[src/hw/rtl/etld_pkg.sv]
`timescale 1ns / 1ps
// ----------------------------------------------------------------------------
// Edge timestamp log decoder package
// Shared widths, lead byte codes and the beat and event structs.
// ----------------------------------------------------------------------------
package etld_pkg;

	localparam int BYTE_W = 8;
	localparam int HIGH_W = 6;
	localparam int OFS_W  = HIGH_W + BYTE_W;
	localparam int STEP_W = BYTE_W + OFS_W;
	localparam int TIME_W = 32;
	localparam int OUT_W  = 32;

	localparam logic [1:0] KIND_DOWN = 2'b10;
	localparam logic [1:0] KIND_UP   = 2'b01;

	localparam logic [OFS_W-1:0] WRAP_FIX = 14'h3fff;

	typedef struct packed {
		logic              valid;
		logic [BYTE_W-1:0] data;
	} etld_beat_t;

	typedef struct packed {
		logic             edge_down;
		logic [OUT_W-1:0] event_time;
		logic [OUT_W-1:0] event_delta;
	} etld_event_t;

endpackage

[src/hw/rtl/edge_timestamp_log_decoder_core.sv]
`timescale 1ns / 1ps
// ----------------------------------------------------------------------------
// Edge timestamp log decoder
// Decodes a byte stream of edge events into kind, time and delta beats.
// ----------------------------------------------------------------------------
// Usage:
//   Input channel in_valid/in_stall carries one log byte per beat. A lead
//   byte 10xxxxxx (falling) or 01xxxxxx (rising) opens an event; the next
//   byte closes it. Other lead bytes advance the time base by byte * 16383.
//   Output channel out_valid/out_stall carries one event beat per closed
//   event: edge_down, event_time, event_delta.
//   The closing byte is registered in the input register, and its event
//   beat then in the result register once that register is free.
//   Throughput: one byte per cycle while no closing byte waits, set by the
//   single decode stage between the input register and the result register.
//   Stall: the result register holds while out_stall is high; bytes that
//   yield no event still flow through, a closing byte waits in the input
//   register and in_stall rises.
//   Reset: clears time base, previous time and any pending event; both
//   channels come up empty.
// ----------------------------------------------------------------------------
module edge_timestamp_log_decoder_core (
	input  logic                           clk,
	input  logic                           arst_n,
	input  logic                           in_valid,
	output logic                           in_stall,
	input  logic [etld_pkg::BYTE_W-1:0]    data_byte,
	output logic                           out_valid,
	input  logic                           out_stall,
	output logic                           edge_down,
	output logic [etld_pkg::OUT_W-1:0]     event_time,
	output logic [etld_pkg::OUT_W-1:0]     event_delta
);
	import etld_pkg::*;

	etld_beat_t  beat;
	etld_event_t evt;
	logic        take;
	logic        emit;
	logic        out_free;

	etld_in_stage u_in (
		.clk       (clk),
		.arst_n    (arst_n),
		.in_valid  (in_valid),
		.in_stall  (in_stall),
		.data_byte (data_byte),
		.take      (take),
		.beat      (beat)
	);

	etld_decode u_dec (
		.clk      (clk),
		.arst_n   (arst_n),
		.beat     (beat),
		.out_free (out_free),
		.take     (take),
		.emit     (emit),
		.evt      (evt)
	);

	etld_out_stage u_out (
		.clk         (clk),
		.arst_n      (arst_n),
		.emit        (emit),
		.evt         (evt),
		.out_free    (out_free),
		.out_valid   (out_valid),
		.out_stall   (out_stall),
		.edge_down   (edge_down),
		.event_time  (event_time),
		.event_delta (event_delta)
	);

endmodule

[src/hw/rtl/etld_in_stage.sv]
`timescale 1ns / 1ps
// ----------------------------------------------------------------------------
// Edge timestamp log decoder input stage
// Holds one incoming byte beat until the decode stage takes it.
// ----------------------------------------------------------------------------
module etld_in_stage (
	input  logic                              clk,
	input  logic                              arst_n,
	input  logic                              in_valid,
	output logic                              in_stall,
	input  logic [etld_pkg::BYTE_W-1:0]       data_byte,
	input  logic                              take,
	output etld_pkg::etld_beat_t              beat
);
	import etld_pkg::*;

	logic              valid_s1;
	logic [BYTE_W-1:0] data_s1;
	logic              accept;

	assign in_stall = valid_s1 && !take;
	assign accept   = in_valid && !in_stall;

	always_ff @(posedge clk or negedge arst_n) begin
		if (!arst_n) begin
			valid_s1 <= 1'b0;
		end else if (accept) begin
			valid_s1 <= 1'b1;
		end else if (take) begin
			valid_s1 <= 1'b0;
		end
	end

	always_ff @(posedge clk) begin
		if (accept) begin
			data_s1 <= data_byte;
		end
	end

	assign beat.valid = valid_s1;
	assign beat.data  = data_s1;

endmodule

[src/hw/rtl/etld_decode.sv]
`timescale 1ns / 1ps
// ----------------------------------------------------------------------------
// Edge timestamp log decoder decode stage
// Holds time base and event state, decodes one byte per cycle unless stalled.
// ----------------------------------------------------------------------------
module etld_decode (
	input  logic                   clk,
	input  logic                   arst_n,
	input  etld_pkg::etld_beat_t   beat,
	input  logic                   out_free,
	output logic                   take,
	output logic                   emit,
	output etld_pkg::etld_event_t  evt
);
	import etld_pkg::*;

	logic              awaiting_low_q;
	logic              held_kind_q;
	logic [HIGH_W-1:0] held_high_q;
	logic [TIME_W-1:0] time_base_q;
	logic [TIME_W-1:0] prev_time_q;

	logic [OFS_W-1:0]  offset;
	logic [TIME_W-1:0] ev_time;
	logic [TIME_W-1:0] diff;
	logic [TIME_W-1:0] delta;
	logic [STEP_W-1:0] base_step;
	logic              lead;
	logic              is_down;

	assign offset  = {held_high_q, beat.data};
	assign ev_time = time_base_q + TIME_W'(offset);
	assign diff    = ev_time - prev_time_q;
	assign delta   = (ev_time < prev_time_q) ? diff + TIME_W'(WRAP_FIX) : diff;

	// byte * 0x3fff as (byte << 14) - byte
	assign base_step = {beat.data, OFS_W'(0)} - STEP_W'(beat.data);

	assign is_down = (beat.data[BYTE_W-1 -: 2] == KIND_DOWN);
	assign lead    = is_down || (beat.data[BYTE_W-1 -: 2] == KIND_UP);

	assign take = beat.valid && (!awaiting_low_q || out_free);
	assign emit = beat.valid && awaiting_low_q && out_free;

	assign evt.edge_down   = held_kind_q;
	assign evt.event_time  = OUT_W'(ev_time);
	assign evt.event_delta = OUT_W'(delta);

	always_ff @(posedge clk or negedge arst_n) begin
		if (!arst_n) begin
			awaiting_low_q <= 1'b0;
			held_kind_q    <= 1'b0;
			held_high_q    <= '0;
			time_base_q    <= '0;
			prev_time_q    <= '0;
		end else if (take) begin
			if (awaiting_low_q) begin
				awaiting_low_q <= 1'b0;
				prev_time_q    <= ev_time;
			end else if (lead) begin
				awaiting_low_q <= 1'b1;
				held_kind_q    <= is_down;
				held_high_q    <= beat.data[HIGH_W-1:0];
			end else begin
				time_base_q <= time_base_q + TIME_W'(base_step);
			end
		end
	end

endmodule

[src/hw/rtl/etld_out_stage.sv]
`timescale 1ns / 1ps
// ----------------------------------------------------------------------------
// Edge timestamp log decoder output stage
// Result register for one event beat, held while the receiver stalls.
// ----------------------------------------------------------------------------
module etld_out_stage (
	input  logic                           clk,
	input  logic                           arst_n,
	input  logic                           emit,
	input  etld_pkg::etld_event_t          evt,
	output logic                           out_free,
	output logic                           out_valid,
	input  logic                           out_stall,
	output logic                           edge_down,
	output logic [etld_pkg::OUT_W-1:0]     event_time,
	output logic [etld_pkg::OUT_W-1:0]     event_delta
);
	import etld_pkg::*;

	logic        valid_q;
	etld_event_t evt_q;

	assign out_free = !valid_q || !out_stall;

	always_ff @(posedge clk or negedge arst_n) begin
		if (!arst_n) begin
			valid_q <= 1'b0;
		end else if (emit) begin
			valid_q <= 1'b1;
		end else if (!out_stall) begin
			valid_q <= 1'b0;
		end
	end

	always_ff @(posedge clk) begin
		if (emit) begin
			evt_q <= evt;
		end
	end

	assign out_valid   = valid_q;
	assign edge_down   = evt_q.edge_down;
	assign event_time  = evt_q.event_time;
	assign event_delta = evt_q.event_delta;

endmodule

[config.mk]
export PLATFORM = sky130hd
export DESIGN_NAME = edge_timestamp_log_decoder_core
export DESIGN_NICKNAME = d
export VERILOG_FILES = /design/src/hw/rtl/etld_pkg.sv /design/src/hw/rtl/edge_timestamp_log_decoder_core.sv /design/src/hw/rtl/etld_in_stage.sv /design/src/hw/rtl/etld_decode.sv /design/src/hw/rtl/etld_out_stage.sv
export SDC_FILE = /design/constraint.sdc
export NUM_CORES = 1
export LEC_CHECK = 0
export ABC_AREA = 0
export BUFFER_PORTS_ARGS = -buffer_cell sky130_fd_sc_hd__buf_2
export CAP_MARGIN = 20
export CORE_ASPECT_RATIO = 1.4
export CORE_MARGIN = 5
export CORE_UTILIZATION = 45
export CTS_CLUSTER_SIZE = 25
export DETAILED_ROUTE_END_ITERATION = 6
export REMOVE_ABC_BUFFERS = 1
export SYNTH_ARGS = -nofsm -noshare
export SYNTH_HDL_FRONTEND = slang
export SYNTH_SLANG_ARGS = --single-unit
[constraint.sdc]
create_clock -name clk -period 13.7 [get_ports clk]
set_clock_uncertainty 0.1 [all_clocks]
set_input_delay 2.055 -clock clk [delete_from_list [all_inputs] [get_ports clk]]
set_output_delay 2.055 -clock clk [all_outputs]
set_load 0.01 [all_outputs]
# Word-level counts from Yosys, hierarchy flattened
# Cells that the tools add are included.
# totals
out_inout_bits	67
reg_bits	147
# classes
n_eq_ne	3
n_reduce_logical	17
muxes	7
add_sub_neg	5
n_bitwise	2
n_lt_le_gt_ge	1
# op_table
cell	n
adder 32 x 14 -> 32 bit	1
adder 32 x 14 -> 32 bit, second input constant	1
adder 32 x 22 -> 32 bit	1
less-than comparator 32 bit	1
two-way mux 32 bit	1
subtractor 32 bit	1
subtractor 22 x 8 -> 22 bit	1
two-way mux 1 bit	6
AND reduction 3 bit	2
logical AND 1 bit	5
zero test 1 bit	5
logical OR 1 bit	3
equality test 2 x 1 -> 1 bit, second input constant	1
equality test 2 bit, second input constant	1
!= test 2 x 1 -> 1 bit, second input constant	1
NOT 1 bit	2
AND reduction 2 bit	1
nonzero test 2 bit	1

# Logic depth before layout (Yosys ltp)
# logic_depth
depth_word	9
ltp_mapped	25
depth_no_buf	23

# By module
# From an unflattened synthesis, not the netlist that was laid out.
# unflattened
hier_cells	1033
hier_area_um2	9949.5
# modules_own_cells
module	instances	cells_each	area_each_um2	seq_area_each_um2
etld_decode	1	951	7656.1	1801.7
etld_out_stage	1	68	1988.2	1976.9
etld_in_stage	1	14	305.3	265.3

# Worst setup path before layout
# Ideal clock, no wire load.
# synth_path
path_type	reg-to-reg
start	register u_in.data_s1[0]
end	register u_out.evt_q (netlist bit u_out.event_delta[21]) (data pin)
period_less_slack_ns	5.823
setup_ns	0.264
path_buffers	2
path_stages_with_launch	25
t_arrival_ns	5.460
setup_slack_ns	7.877
path_cell_list	edfxtp_1 ha_1 inv_1 fa_1 nor2b_1 o21ai_0 a21boi_0 o21ai_0 a21boi_0 o21bai_1 a31o_2 clkbuf_1 nor2_1 xor2_1 ha_1 buf_6 a21o_1 or4_1 o22a_1 a311oi_2 o211ai_2 a2111oi_4 nand4_2 or3_1 xnor2_1
# synth_rtl
element	line_no	text
from (decl)	etld_in_stage.sv:18	logic [BYTE_W-1:0] data_s1;
from (signal assigned)	etld_in_stage.sv:36	data_s1 <= data_byte;
to (signal assigned)	etld_out_stage.sv:37	evt_q <= evt;
to (decl)	etld_out_stage.sv:21	etld_event_t evt_q;

==> impl_metrics.ini <==
[status]
status = completed

[die]
die_h_um = 184
die_area_um2 = 24710
io_pins = 79
initial_utilization = 0.4573
core_region_area_um2 = 21280
rows = 63
die_x_um = 134.3

[placement]
io_buffer_count = 78
place_ws_ps = 7223
gp_congestion = 0.8506
place_inst = 1320
hpwl_um = 16910

[synthesis]
synth_flop_cell = dfrtp_1
synthArstFlopShare = 0.5034
syn_area_per_cell_um2 = 9.664
synthesis.area_um2 = 9732
ys_ff_latch = 147
synth_cell_types = 79
synth-seq-area-share = 0.4155
synth_edf_count = 73
ys_warn_count = 0
synth_cells = 1007

[clocking]
clock_tree.root_cell = clkbuf_16
hold_buffers = 0
h-tree-depth = 4
clockBufferDepth = 2
clock_sinks = 147
cts_tree = yes
clk_latency_ps = 430
numCtsBuffers = 17
ctsResizeCount = 0
clk_pin_slew_worst_paths_ps = 60
post-cts-setup-buffers = 0

[final_layout]
layout.cells.non_filler = 1351
final_nets = 1166
diodes = 0
layout-drive-gt1-share = 0.1384
final_cell_mix = nand2_1, buf_2, o21ai_0
layout_commonest_cell = nand2_1
syn_to_final_growth_pct = 12.73

[worst_setup_path]
cp.arrival_ps = 6560
crit_buf_inv = 1
startpoint = u_in.data_s1[0]$_DFFE_PP_
cp-start-kind = register
path_cells = ha_1 > inv_1 > fa_1 > nor2b_1 > o21ai_0 > a21boi_0 > o21ai_0 > a21boi_0 > o21bai_1 > a31o_2 > nor2_1 > xor2_1 > ha_1 > a21o_1 > or4_1 > o22a_1 > a311oi_2 > o211ai_2 > a2111oi_4 > nand4_2 > nor3b_2 > nand4_1 > xor3_1
worst_path_largest_cell_delay_ps = 460
r2r_slack_ps = 7210
end_kind = register
cp.required_ps = 13770
critPathKind = register to register
cp_max_fo = 9
reg2reg_from = u_in.data_s1[0]$_DFFE_PP_
path_delay_family = compound AO/OA/AOI/OAI gates
slowest_stage = a2111oi_4

[hold_path]
min_path_type = register to register
hold_start = u_dec.held_kind_q$_DFFE_PN0P_

[timing]
hold_slack_ps = 350.5
period_share = 0.4734
max_freq_mhz = 154.2
rsz0062_at_grt = false
setup_tns_ps = 0
fin_crit_ps = 6486
final_hold_viol_count = 0
tightestPinTransition_ps = 975.0
maxSlewViolCount = 0
setup_violations = 0
slew_headroom = 0.3500
setup_slack_ps = 7214

[detailed_routing]
avgViaCountPerCell = 5.389
vias = 7280
wl_um = 21560
drc_errors = 0
dr.pass1.iters = 4
drt_iter0_drc = 323
wl_per_cell_um = 15.96
ant_nets = 0

[global_routing]
grtUsageTotal = 0.1792
gr-total-overflow = 0
grt_max_degree = 73
antenna_found_initial = 0
grt_pass1_vias = 7143
grt_pass1_wl_um = 35050

[flow_run]
maxCapViolations = 0
-- cell usage after synthesis (23+ instances only) --
| cell | instances | area (µm²) |
|---|---|---|
| clkbuf_1 | 24 | 90.09 |
| mux2_2 | 23 | 259.0 |
| o21ai_0 | 76 | 380.4 |
| inv_1 | 57 | 214.0 |
| a21oi_1 | 59 | 295.3 |
| xor2_1 | 42 | 367.9 |
| nand3_1 | 33 | 165.2 |
| edfxtp_1 | 73 | 2192 |
| nor2_1 | 67 | 251.5 |
| xnor2_1 | 68 | 595.6 |
| nand2_1 | 102 | 382.9 |
| dfrtp_1 | 74 | 1852 |
| ha_1 | 71 | 888.4 |
-- through the flow --
step	cell area, µm²	utilization
2_1_floorplan	9612	-
3_3_place_gp	10350	0.4865
5_1_grt	10970	0.5155
3_5_place_dp	10370	0.4872
6_report	10970	0.5155
4_1_cts	10970	0.5152
-- layout make-up --
type	instances	area [µm²]
Fill cell	2018	10310
Multi-Input combinational cell	773	5350
Sequential cell	147	4044
Timing Repair Buffer	83	435.4
Clock buffer	19	432.9
Tap cell	260	325.3
Inverter	58	220.2
Clock inverter	11	162.7
-- registers in the layout, summed over array words and instances, names as in the netlist --
name,cells
u_out.out_valid,1
u_dec.awaiting_low_q,1
u_dec.prev_time_q,32
u_out.event_time,32
u_in.valid_s1,1
u_dec.held_kind_q,1
u_out.event_delta,32
u_out.edge_down,1
u_dec.held_high_q,6
u_dec.time_base_q,32
u_in.data_s1,8
-- worst reg2reg max path, cell delays in order, from the launching register on --
cell and delay (ps):
edfxtp_1 370, ha_1 260, inv_1 80, fa_1 390
nor2b_1 120, o21ai_0 110, a21boi_0 240, o21ai_0 130
a21boi_0 360, o21bai_1 160, a31o_2 350, nor2_1 150
xor2_1 270, ha_1 390, a21o_1 280, or4_1 420
o22a_1 240, a311oi_2 300, o211ai_2 210, a2111oi_4 460
nand4_2 240, nor3b_2 270, nand4_1 140, xor3_1 200
-- cells by family after synthesis --
logic type / share of synthesized area
fa+ha+maj: 0.09745
simple gates: 0.1662
buf+inv: 0.03471
mux: 0.02970
xor+xnor: 0.1014
flops: 0.4155
compound gates: 0.1549
-- routing by layer --
layer | vias up | global-route usage | share of wire
li1 | 3756 | - | -
met1 | 3412 | 0.2088 | 0.43
met2 | 87 | 0.3278 | 0.52
met3 | 25 | 0.03176 | 0.021
met4 | 0 | 0.06601 | 0.020
met5 | - | 0 | 0
-- path summary, 6_finish.rpt --
| path | to | cells past startpoint |
|---|---|---|
| max | u_out.event_delta[31]$_DFFE_PP_ | 23 |
| min | u_out.edge_down$_DFFE_PP_ | 0 |
| max reg2reg | u_out.event_delta[31]$_DFFE_PP_ | 23 |
| min reg2reg | u_out.edge_down$_DFFE_PP_ | 0 |
| max in group asynchronous | u_dec.prev_time_q[31]$_DFFE_PN0P_ | 2 |
| min in group asynchronous | u_dec.time_base_q[3]$_DFFE_PN0P_ | 1 |
Power is not shown: default switching activity piles up to over one toggle a cycle in this logic, so the estimate is an artifact.
